`config.mk`:
```
export PLATFORM = sky130hd
export DESIGN_NAME = tick_task_scheduler_table_top
export DESIGN_NICKNAME = d
export VERILOG_FILES = /design/src/tts_pkg.sv /design/src/tts_slot_mem.sv /design/src/tts_seq.sv /design/src/tick_task_scheduler_table_top.sv
export SDC_FILE = /design/constraint.sdc
export NUM_CORES = 2
export LEC_CHECK = 0
export BUFFER_PORTS_ARGS = -buffer_cell sky130_fd_sc_hd__buf_2
export CELL_PAD_IN_SITES_DETAIL_PLACEMENT = 1
export CELL_PAD_IN_SITES_GLOBAL_PLACEMENT = 2
export CORE_MARGIN = 2
export CORE_UTILIZATION = 53
export DETAILED_ROUTE_END_ITERATION = 12
export PLACE_DENSITY = 0.87
export SLEW_MARGIN = 20
export SYNTH_ARGS = -nofsm -noshare
export SYNTH_HDL_FRONTEND = slang
export SYNTH_SLANG_ARGS = --single-unit
```
`constraint.sdc`:
```
create_clock -name clk -period 12.8 [get_ports clk]
set_input_delay 1.28 -clock clk [delete_from_list [all_inputs] [get_ports clk]]
set_output_delay 1.28 -clock clk [all_outputs]
set_load 0.01 [all_outputs]
```
`src/tts_pkg.sv`:
```
// Shared types and constants for the tick task scheduler table.
`timescale 1ns / 1ps

package tts_pkg;

  // Default table size and the cap on tasks served by one dispatch
  localparam int unsigned MAX_SLOTS_DEF = 16;
  localparam int unsigned RESULT_LIMIT  = 16;
  localparam int unsigned SERVED_W      = $clog2(RESULT_LIMIT + 1);

  // Payload widths
  localparam int unsigned HANDLE_W = 16;
  localparam int unsigned TIME_W   = 32;
  localparam int unsigned SLOT_W   = 8;

  typedef enum logic [1:0] {
    CMD_TICK     = 2'd0,
    CMD_ADD      = 2'd1,
    CMD_DELETE   = 2'd2,
    CMD_DISPATCH = 2'd3
  } cmd_t;

  typedef enum logic [1:0] {
    ST_OK       = 2'd0,
    ST_FULL     = 2'd1,
    ST_BAD_SLOT = 2'd2,
    ST_NONE_DUE = 2'd3
  } status_t;

  typedef enum logic [2:0] {
    S_IDLE,
    S_TICK,
    S_ADD,
    S_DISPATCH,
    S_FINISH
  } seq_state_t;

  // One entry of the slot record memory
  typedef struct packed {
    logic [HANDLE_W-1:0] handle;
    logic [TIME_W-1:0]   delay;
    logic [TIME_W-1:0]   period;
  } slot_rec_t;

  // Update of the valid and due flags of one slot
  typedef struct packed {
    logic valid_we;
    logic valid_val;
    logic due_we;
    logic due_val;
  } flag_upd_t;

endpackage

```
`src/tts_slot_mem.sv`:
```
// Slot record memory: handle, delay and period, one write and one registered read port.
`timescale 1ns / 1ps

module tts_slot_mem #(
  parameter int unsigned MAX_SLOTS = tts_pkg::MAX_SLOTS_DEF,
  parameter int unsigned IDX_W     = (MAX_SLOTS > 1) ? $clog2(MAX_SLOTS) : 1
) (
  input  logic              clk,
  input  logic              we,
  input  logic [IDX_W-1:0]  waddr,
  input  tts_pkg::slot_rec_t wdata,
  input  logic              re,
  input  logic [IDX_W-1:0]  raddr,
  output tts_pkg::slot_rec_t rdata
);
  import tts_pkg::*;

  slot_rec_t mem [MAX_SLOTS];

  // Write port
  always_ff @(posedge clk) begin
    if (we) begin
      mem[waddr] <= wdata;
    end
  end

  // Read port, registered
  always_ff @(posedge clk) begin
    if (re) begin
      rdata <= mem[raddr];
    end
  end

endmodule

```
`src/tts_seq.sv`:
```
// Command sequencer: slot walks, valid and due flags, result register.
`timescale 1ns / 1ps

module tts_seq #(
  parameter int unsigned MAX_SLOTS = tts_pkg::MAX_SLOTS_DEF,
  parameter int unsigned IDX_W     = (MAX_SLOTS > 1) ? $clog2(MAX_SLOTS) : 1
) (
  input  logic                          clk,
  input  logic                          rst,
  input  logic                          start,
  output logic                          busy,
  input  logic [1:0]                    cmd,
  input  logic [tts_pkg::HANDLE_W-1:0]  task_handle,
  input  logic [tts_pkg::TIME_W-1:0]    initial_delay,
  input  logic [tts_pkg::TIME_W-1:0]    repeat_period,
  input  logic [tts_pkg::SLOT_W-1:0]    slot_id,
  output logic                          result_valid,
  output logic [1:0]                    status,
  output logic [tts_pkg::SLOT_W-1:0]    slot_out,
  output logic [tts_pkg::HANDLE_W-1:0]  run_handle,
  output logic                          last,
  output logic                          mem_we,
  output logic [IDX_W-1:0]              mem_waddr,
  output tts_pkg::slot_rec_t            mem_wdata,
  output logic                          mem_re,
  output logic [IDX_W-1:0]              mem_raddr,
  input  tts_pkg::slot_rec_t            mem_rdata
);
  import tts_pkg::*;

  localparam int unsigned CNT_W = $clog2(MAX_SLOTS + 1);

  seq_state_t          state, state_next;
  logic [CNT_W-1:0]    cnt, cnt_next;
  logic                p_valid, p_valid_next;
  logic [IDX_W-1:0]    p_idx, p_idx_next;
  logic [SERVED_W-1:0] served, served_next;
  logic                pend_valid, pend_valid_next;
  logic [IDX_W-1:0]    pend_slot, pend_slot_next;
  logic [HANDLE_W-1:0] pend_handle, pend_handle_next;

  logic [HANDLE_W-1:0] lat_handle;
  logic [TIME_W-1:0]   lat_delay;
  logic [TIME_W-1:0]   lat_period;

  logic [MAX_SLOTS-1:0] valid_bits;
  logic [MAX_SLOTS-1:0] due_bits;
  flag_upd_t            upd;
  logic [IDX_W-1:0]     upd_idx;

  logic                res_valid, res_valid_next;
  status_t             res_status, res_status_next;
  logic [SLOT_W-1:0]   res_slot, res_slot_next;
  logic [HANDLE_W-1:0] res_handle, res_handle_next;
  logic                res_last, res_last_next;

  logic accepted;
  logic rd_more;
  logic del_ok;
  logic tick_fire;

  assign busy      = (state != S_IDLE);
  assign accepted  = start && !busy;
  assign rd_more   = (cnt < CNT_W'(MAX_SLOTS));
  assign del_ok    = (slot_id < SLOT_W'(MAX_SLOTS)) && valid_bits[slot_id[IDX_W-1:0]];
  assign tick_fire = (mem_rdata.delay <= TIME_W'(1));

  assign result_valid = res_valid;
  assign status       = res_status;
  assign slot_out     = res_slot;
  assign run_handle   = res_handle;
  assign last         = res_last;

  // Control registers
  always_ff @(posedge clk) begin
    if (rst) begin
      state      <= S_IDLE;
      cnt        <= '0;
      p_valid    <= 1'b0;
      served     <= '0;
      pend_valid <= 1'b0;
      res_valid  <= 1'b0;
    end else begin
      state      <= state_next;
      cnt        <= cnt_next;
      p_valid    <= p_valid_next;
      served     <= served_next;
      pend_valid <= pend_valid_next;
      res_valid  <= res_valid_next;
    end
  end

  // Payload registers
  always_ff @(posedge clk) begin
    p_idx       <= p_idx_next;
    pend_slot   <= pend_slot_next;
    pend_handle <= pend_handle_next;
    res_status  <= res_status_next;
    res_slot    <= res_slot_next;
    res_handle  <= res_handle_next;
    res_last    <= res_last_next;
    if (accepted) begin
      lat_handle <= task_handle;
      lat_delay  <= initial_delay;
      lat_period <= repeat_period;
    end
  end

  // Valid and due flags, cleared by reset
  always_ff @(posedge clk) begin
    if (rst) begin
      valid_bits <= '0;
      due_bits   <= '0;
    end else begin
      if (upd.valid_we) begin
        valid_bits[upd_idx] <= upd.valid_val;
      end
      if (upd.due_we) begin
        due_bits[upd_idx] <= upd.due_val;
      end
    end
  end

  // Next state, memory accesses and results
  always_comb begin
    state_next       = state;
    cnt_next         = cnt;
    p_valid_next     = 1'b0;
    p_idx_next       = p_idx;
    served_next      = served;
    pend_valid_next  = pend_valid;
    pend_slot_next   = pend_slot;
    pend_handle_next = pend_handle;
    upd              = '0;
    upd_idx          = p_idx;
    mem_we           = 1'b0;
    mem_waddr        = p_idx;
    mem_wdata        = mem_rdata;
    mem_re           = 1'b0;
    mem_raddr        = cnt[IDX_W-1:0];
    res_valid_next   = 1'b0;
    res_status_next  = ST_OK;
    res_slot_next    = '0;
    res_handle_next  = '0;
    res_last_next    = 1'b1;

    unique case (state)
      S_IDLE: begin
        if (start) begin
          cnt_next        = '0;
          served_next     = '0;
          pend_valid_next = 1'b0;
          unique case (cmd_t'(cmd))
            CMD_TICK:     state_next = S_TICK;
            CMD_ADD:      state_next = S_ADD;
            CMD_DISPATCH: state_next = S_DISPATCH;
            CMD_DELETE: begin
              // delete completes in the accepting cycle
              res_valid_next = 1'b1;
              res_slot_next  = slot_id;
              if (del_ok) begin
                upd.valid_we    = 1'b1;
                upd.due_we      = 1'b1;
                upd_idx         = slot_id[IDX_W-1:0];
                res_status_next = ST_OK;
              end else begin
                res_status_next = ST_BAD_SLOT;
              end
            end
          endcase
        end
      end

      S_TICK: begin
        // read slot cnt while writing back slot p_idx
        if (rd_more) begin
          mem_re       = 1'b1;
          cnt_next     = cnt + CNT_W'(1);
          p_valid_next = 1'b1;
          p_idx_next   = cnt[IDX_W-1:0];
        end
        if (p_valid && valid_bits[p_idx]) begin
          mem_we = 1'b1;
          if (tick_fire) begin
            mem_wdata.delay = mem_rdata.period;
            upd.due_we      = 1'b1;
            upd.due_val     = 1'b1;
          end else begin
            mem_wdata.delay = mem_rdata.delay - TIME_W'(1);
          end
        end
        if (!rd_more && !p_valid) begin
          state_next = S_IDLE;
        end
      end

      S_ADD: begin
        // walk to the lowest free slot
        if (!rd_more) begin
          res_valid_next  = 1'b1;
          res_status_next = ST_FULL;
          res_slot_next   = SLOT_W'(MAX_SLOTS);
          state_next      = S_IDLE;
        end else if (!valid_bits[cnt[IDX_W-1:0]]) begin
          mem_we          = 1'b1;
          mem_waddr       = cnt[IDX_W-1:0];
          mem_wdata       = '{handle: lat_handle, delay: lat_delay, period: lat_period};
          upd.valid_we    = 1'b1;
          upd.valid_val   = 1'b1;
          upd.due_we      = 1'b1;
          upd_idx         = cnt[IDX_W-1:0];
          res_valid_next  = 1'b1;
          res_status_next = ST_OK;
          res_slot_next   = SLOT_W'(cnt);
          state_next      = S_IDLE;
        end else begin
          cnt_next = cnt + CNT_W'(1);
        end
      end

      S_DISPATCH: begin
        if (rd_more) begin
          mem_re       = 1'b1;
          cnt_next     = cnt + CNT_W'(1);
          p_valid_next = 1'b1;
          p_idx_next   = cnt[IDX_W-1:0];
        end
        if (p_valid && valid_bits[p_idx] && due_bits[p_idx]) begin
          // previous find goes out now; the newest is held to learn if it is last
          if (pend_valid) begin
            res_valid_next  = 1'b1;
            res_slot_next   = SLOT_W'(pend_slot);
            res_handle_next = pend_handle;
            res_last_next   = 1'b0;
          end
          pend_valid_next  = 1'b1;
          pend_slot_next   = p_idx;
          pend_handle_next = mem_rdata.handle;
          upd.due_we       = 1'b1;
          // one-shot task leaves the table
          if (mem_rdata.period == '0) begin
            upd.valid_we = 1'b1;
          end
          served_next = served + SERVED_W'(1);
          if (served == SERVED_W'(RESULT_LIMIT - 1)) begin
            p_valid_next = 1'b0;
            state_next   = S_FINISH;
          end
        end else if (!rd_more && !p_valid) begin
          state_next = S_FINISH;
        end
      end

      S_FINISH: begin
        res_valid_next  = 1'b1;
        pend_valid_next = 1'b0;
        if (pend_valid) begin
          res_slot_next   = SLOT_W'(pend_slot);
          res_handle_next = pend_handle;
        end else begin
          res_status_next = ST_NONE_DUE;
        end
        state_next = S_IDLE;
      end

      default: state_next = S_IDLE;
    endcase
  end

endmodule

```
`src/tick_task_scheduler_table_top.sv`:
```
// Tick task scheduler table: slot record memory and command sequencer.
// Delete and add each give one result strobe, add walking to the lowest free slot or reporting
// full; tick gives no result; dispatch gives its results, the final one marked by last, at most
// one result per cycle. A new command is taken only while the sequencer is idle.
// Tick and dispatch walk the slot memory, one entry read per cycle.
// Results are strobed for one cycle each; the receiver cannot stall them.
// Reset clears the sequencer and the valid and due flags; the record memory is not cleared.
`timescale 1ns / 1ps

module tick_task_scheduler_table_top #(
  parameter int unsigned MAX_SLOTS = tts_pkg::MAX_SLOTS_DEF
) (
  input  logic                          clk,
  input  logic                          rst,
  input  logic                          start,
  output logic                          busy,
  input  logic [1:0]                    cmd,
  input  logic [tts_pkg::HANDLE_W-1:0]  task_handle,
  input  logic [tts_pkg::TIME_W-1:0]    initial_delay,
  input  logic [tts_pkg::TIME_W-1:0]    repeat_period,
  input  logic [tts_pkg::SLOT_W-1:0]    slot_id,
  output logic                          result_valid,
  output logic [1:0]                    status,
  output logic [tts_pkg::SLOT_W-1:0]    slot_out,
  output logic [tts_pkg::HANDLE_W-1:0]  run_handle,
  output logic                          last
);
  import tts_pkg::*;

  localparam int unsigned IDX_W = (MAX_SLOTS > 1) ? $clog2(MAX_SLOTS) : 1;

  logic             mem_we;
  logic [IDX_W-1:0] mem_waddr;
  slot_rec_t        mem_wdata;
  logic             mem_re;
  logic [IDX_W-1:0] mem_raddr;
  slot_rec_t        mem_rdata;

  // Sequencer
  tts_seq #(
    .MAX_SLOTS (MAX_SLOTS),
    .IDX_W     (IDX_W)
  ) u_seq (
    .clk           (clk),
    .rst           (rst),
    .start         (start),
    .busy          (busy),
    .cmd           (cmd),
    .task_handle   (task_handle),
    .initial_delay (initial_delay),
    .repeat_period (repeat_period),
    .slot_id       (slot_id),
    .result_valid  (result_valid),
    .status        (status),
    .slot_out      (slot_out),
    .run_handle    (run_handle),
    .last          (last),
    .mem_we        (mem_we),
    .mem_waddr     (mem_waddr),
    .mem_wdata     (mem_wdata),
    .mem_re        (mem_re),
    .mem_raddr     (mem_raddr),
    .mem_rdata     (mem_rdata)
  );

  // Slot records
  tts_slot_mem #(
    .MAX_SLOTS (MAX_SLOTS),
    .IDX_W     (IDX_W)
  ) u_mem (
    .clk   (clk),
    .we    (mem_we),
    .waddr (mem_waddr),
    .wdata (mem_wdata),
    .re    (mem_re),
    .raddr (mem_raddr),
    .rdata (mem_rdata)
  );

endmodule
```
=== After elaboration in Yosys (flattened, before gate mapping) ===
Memory sizes are Yosys's and may differ from the RTL's. A register that Yosys moved wholly into a read port is not among the register bits.
Index checks and enable logic that the tools add are counted.

* Magnitude comparators: 8
* Add/sub/neg operators: 3
* Eq/ne operators: 18
* Multiplexer cells: 93
* Reduce and logical (&&, ||, !) cells: 23

{| class="wikitable"
|+ Operators by type and width
! cell !! number
|-
| 80-bit two-way mux || 2
|-
| 32-bit two-way mux || 3
|-
| 32-bit one-hot mux with 2 select lines || 1
|-
| 16-bit two-way mux || 3
|-
| 5-bit two-way mux || 7
|-
| 16-bit bitwise mux || 2
|-
| 32-bit by 1-bit less-or-equal comparator with 1-bit output, second input constant || 1
|-
| 32-bit zero test || 1
|-
| 16-bit one-hot mux with 2 select lines || 1
|-
| 8-bit one-hot mux with 4 select lines || 1
|-
| 32-bit by 1-bit subtractor with 32-bit output, second input constant || 1
|-
| 1-bit two-way mux || 31
|-
| 4-bit two-way mux || 7
|-
| 3-bit two-way mux || 9
|-
| 8-bit two-way mux || 3
|-
| 4-bit by 5-bit less-than comparator with 1-bit output, second input constant || 4
|-
| 1-bit binary-select mux with 4-bit select || 4
|-
| 5-bit one-hot mux with 3 select lines || 1
|-
| 2-bit two-way mux || 6
|-
| 3-bit one-hot mux with 4 select lines || 1
|-
| 5-bit by 1-bit adder with 5-bit output, second input constant || 2
|-
| 2-bit by 1-bit != test with 1-bit output, second input constant || 5
|-
| 5-bit one-hot mux with 2 select lines || 1
|-
| 3-bit one-hot mux with 3 select lines || 1
|-
| 30 further kinds || 47
|}

* Bits of input ports: 93
* Output and inout port bits: 29
* Bits in registers: 179
* Logic and storage cells: 164
* RAM bits: 1280
* Memories: 1

{| class="wikitable"
|+ Memory list
! memory !! words !! bits a word !! read ports !! clocked after Yosys merged registers in !! write ports !! RTL line !! text
|-
| u_mem.mem || 16 || 80 || 1 || 1 || 1 || tts_slot_mem.sv:18 || <nowiki>slot_rec_t mem [MAX_SLOTS];</nowiki>
|}

=== Longest topological paths before layout ===
* Depth in word-level cells: 12
* Mapped depth: 11
* Gate-level depth less buffers: 9

=== By module ===
From an unflattened synthesis, not the netlist that was laid out.

* Cell total of the unflattened synthesis: 3052
* Area, all modules: 59632.2 µm²

{| class="wikitable"
|+ By module, submodules not included
! module !! area each (µm²) !! times used !! cells an instance !! seq. area each (µm²)
|-
| tts_slot_mem || 50238.2 || 1 || 2054 || 40839.2
|-
| tts_seq || 9394.0 || 1 || 998 || 4624.4
|}

=== Least setup slack after synthesis ===
Ideal clock, no wire load.

* Path type: reg-to-reg
* Start point: reg u_seq.cnt[0]
* End point: mem u_mem.mem[0][0] in the netlist's numbering, enable pin
* Stages on the path, launching flop included: 10
* Setup time: 0.519 ns
* Setup slack: 6.795 ns
* Buffers on the path: 3
* Required time: 12.281 ns
* Arrival time: 5.486 ns
* Clock period less this slack: 6.005 ns
* Cells stage by stage: dfxtp_1 buf_2 mux4_2 or2_2 nand2b_1 a21o_1 buf_2 clkbuf_1 o21ai_0 nor2_1

* Longest elaborated chain between the ends: 7
* Elaborated cells on any way between the ends: 11
* Those cells by class: 1 x order compare; 10 x mux

{| class="wikitable"
|+ RTL lines
! item !! RTL line !! text
|-
| start: declaration || tts_seq.sv:34 || <nowiki>logic [CNT_W-1:0] cnt, cnt_next;</nowiki>
|-
| start signal: assignment || tts_seq.sv:85 || <nowiki>cnt <= cnt_next;</nowiki>
|-
| 1-bit binary-select mux with 4-bit select || tts_seq.sv:204 || <nowiki>end else if (!valid_bits[cnt[IDX_W-1:0]]) begin</nowiki>
|-
| 1-bit two-way mux (implied by the code) || tts_seq.sv:204 ||
|-
| 1-bit two-way mux || tts_seq.sv:204 ||
|-
| 1-bit two-way mux || tts_seq.sv:199 || <nowiki>if (!rd_more) begin</nowiki>
|-
| 1-bit one-hot mux with 2 select lines || tts_seq.sv:147 || <nowiki>unique case (state)</nowiki>
|-
| 1-bit two-way mux || tts_slot_mem.sv:22 || <nowiki>if (we) begin</nowiki>
|-
| 1-bit two-way mux (implied by the code) || tts_slot_mem.sv:23 || <nowiki>mem[waddr] <= wdata;</nowiki>
|-
| end: declaration || tts_slot_mem.sv:18 ||
|}

Parallel ways exist; a longest one is shown, timed or not. The select of a mux whose other input is x is not followed.

=== Worst setup path after layout ===
* Start point: reg u_seq.cnt[0]
* End point: mem u_mem.mem[3][51] in the netlist's numbering, enable pin

Same word-level chain as after synthesis.

==> reports/results.ini <==
[timing]
finClkSkew_ns=0.0381
finalWorstSetupSlack_ns=6.87
slew_viol_final=0
setup_tns_ns=0
min_period_ns=5.93
tightest_slew_ns=1.15
relSlewSlack_pct=23.2
finalCritPeriodShare_pct=46.4
hold_violations=0
rsz0062_at_grt=false
timing.hold.ws_ns=0.444
max_freq_ghz=0.168
finalSetupViolations=0

[clock_tree]
max-clock-path-buffers=3
cts_tree=done
cts_root_buf=clkbuf_16
insertion_delay_ns=0.77
htreeDepth=4
cts_hold_buf=0
clock_sinks=1539
cts_buffers=154
cts_setup_buffers=0
post_cts_resized=0
clkSlewWorstSetupHoldPaths_ns=0.06

[logic_synthesis]
syn_inst=2857
synth-seq-cells=1539
async_reset_ff_share_pct=0
seq_area_frac_synth_pct=76.4
ys_warn_count=0
synth_nets=2955
syn_avg_cell_area_um2=20.8
synth_edf_count=1464
synth_flop_cell=edfxtp_1
netlist_area_um2=59500
synth.distinct_cells=70

[worst_setup_path]
crit_path_end_kind=flip-flop
startpoint_type=flip-flop
arrival_ns=6.32
cp.required_ns=13.19
critPathMaxFanout=62
worstSetupPathType=flip-flop to flip-flop

[grt]
grt_use_total_pct=27.8
antenna_found_initial=2
grt_overflow=0
grt_pass1_wl_um=231000
grt_max_degree=174
grt_pass1_vias=33010

[power_and_ir_drop]
max-vdd-ir-drop_mv=0.156
sequentialPowerShare_pct=52.8
combinationalPowerShare_pct=7.7
clockPowerShare_pct=39.5
p_sw_mw=2.52
swShare_pct=22.9
leakage_nw=20.9
p_int_mw=8.51
power_density_nw_per_um2=164

[floorplan]
die_y_um=339
core_um2=111000
ios=122
die_area_um2=115000
rows=122
start_util_pct=53.6
die_x_um=339

[placed_design]
place.gp.congestion=0.833
dp_hpwl_um=87300
numPlacedInstances=4376
io_buffer_count=121
pre_cts_ws_ns=6.74

[drt]
vias_per_cell=6.65
routedWlPerCell_um=33.7
drtAntennaViolNets=0
finalWirelength_um=157000
drtPass1Iterations=7
vias=31039
drt_iter0_drc=3789
drc_errors=0

[flow_run]
maxCapViolCount=0

[layout]
multi_input_area_um2=13600
stdcell_count=4671
area_delta_synth_final_pct=12.7
mostFrequentLayoutCell=edfxtp_1
layout-drive-gt1-share_pct=27.5
final_cell_mix=1464 x edfxtp_1, 412 x mux4_2, 201 x nand2_1
final_nets=3154
fill_cells=9341
seq_area_um2=45500

[status]
outcome=complete, no violations

[worst_hold_path]
hold_class=flip-flop to flip-flop

==> cells in the mapped netlist, drive strengths merged (22+ instances only) <==
| cell type | n | area, µm² |
|---|---|---|
| nor2 | 86 | 323 |
| nand2 | 201 | 754 |
| clkbuf | 109 | 409 |
| buf | 43 | 179 |
| dfxtp | 75 | 1500 |
| a22oi | 22 | 165 |
| inv | 25 | 93.8 |
| and2 | 23 | 144 |
| o21ai | 62 | 310 |
| mux4 | 412 | 9280 |
| edfxtp | 1464 | 44000 |
| nand3 | 22 | 110 |
| a21oi | 72 | 364 |
==> critical path, stage by stage, from the launching register on <==
cell,delay (ns)
dfxtp_4,0.98
mux4_2,0.66
or2_2,0.31
nand2b_1,0.18
a21o_4,0.75
a31oi_1,0.55
nor2_4,0.65
buf_4,0.73
buf_4,0.65
==> per-layer routing <==
layer | up-vias | routed length (µm) | GRT usage, %
li1 | 12344 | - | -
met1 | 16522 | 60500 | 38.0
met2 | 1805 | 77900 | 45.1
met3 | 368 | 14000 | 5.66
met4 | 0 | 5190 | 9.53
met5 | - | 0 | 0
==> final timing paths <==
| check | startpoint | endpoint | slack (ns) | depth (start not counted) |
|---|---|---|---|---|
| setup / recovery | u_seq.cnt[0]$_SDFFE_PP0P_ | u_mem.mem[3][51]$_DFFE_PP_ | 6.87 | 8 |
| hold reg to reg | u_seq.pend_handle[7]$_DFFE_PP_ | u_seq.run_handle[7]$_SDFF_PN0_ | 0.44 | 1 |
| setup reg to reg | u_seq.cnt[0]$_SDFFE_PP0P_ | u_mem.mem[3][51]$_DFFE_PP_ | 6.87 | 8 |
| hold / removal | u_seq.pend_handle[7]$_DFFE_PP_ | u_seq.run_handle[7]$_SDFF_PN0_ | 0.44 | 1 |
==> state kept, by name, indices dropped and copies added, names as in the netlist, 2 cells and up <==
name / flops
u_seq.cnt: 5
u_seq.lat_delay: 32
u_seq.lat_period: 32
u_seq.slot_out: 8
u_seq.lat_handle: 16
u_seq.state: 3
u_seq.pend_slot: 4
u_seq.status: 2
u_seq.valid_bits: 16
u_mem.rdata: 80
u_seq.due_bits: 16
u_seq.p_idx: 4
u_seq.served: 5
u_seq.run_handle: 16
u_seq.pend_handle: 16
u_mem.mem: 1280
==> kinds of logic (layout without fill, tap and decap cells) <==
kind of cell / after synthesis / count (layout) / synth area share, %
simple gates: 424 / 424 / 3.23
fa+ha+maj: 5 / 5 / 0.105
flops: 1539 / 1539 / 76.4
buf+inv: 178 / 503 / 1.15
xor+xnor: 3 / 3 / 0.0441
mux: 430 / 430 / 15.9
other cells: 0 / 1 / 0
compound gates: 278 / 278 / 3.20
==> through the flow <==
stage | power (mW) | utilization, % | cell area, µm²
finish | 11.0 | 60.4 | 67100
CTS | 11.1 | 60.2 | 66900
global route | 11.3 | 60.4 | 67100
detailed placement | 6.77 | 55.9 | 62100
global placement | 6.71 | 55.9 | 62100
floorplan | 6.46 | - | 59500
==> power groups by stage <==
stage / clock, mW / combinational [mW] / sequential [mW]
floorplan: 0 / 0.582 / 5.88
global placement: 0 / 0.785 / 5.93
detailed placement: 0 / 0.840 / 5.93
CTS: 4.41 / 0.849 / 5.83
global route: 4.59 / 0.917 / 5.83
finish: 4.35 / 0.853 / 5.83
==> final cells by class <==
cell class,instances,share of cell area (%)
well taps,1488,2.77
multi-input cells,1140,20.2
clock inverters,89,1.14
flip-flops and latches,1539,67.8
repair buffers,195,1.86
diodes,1,0.00373
clock buffers,193,6.09
inverters,26,0.153
(Power assumes the default switching activity.)
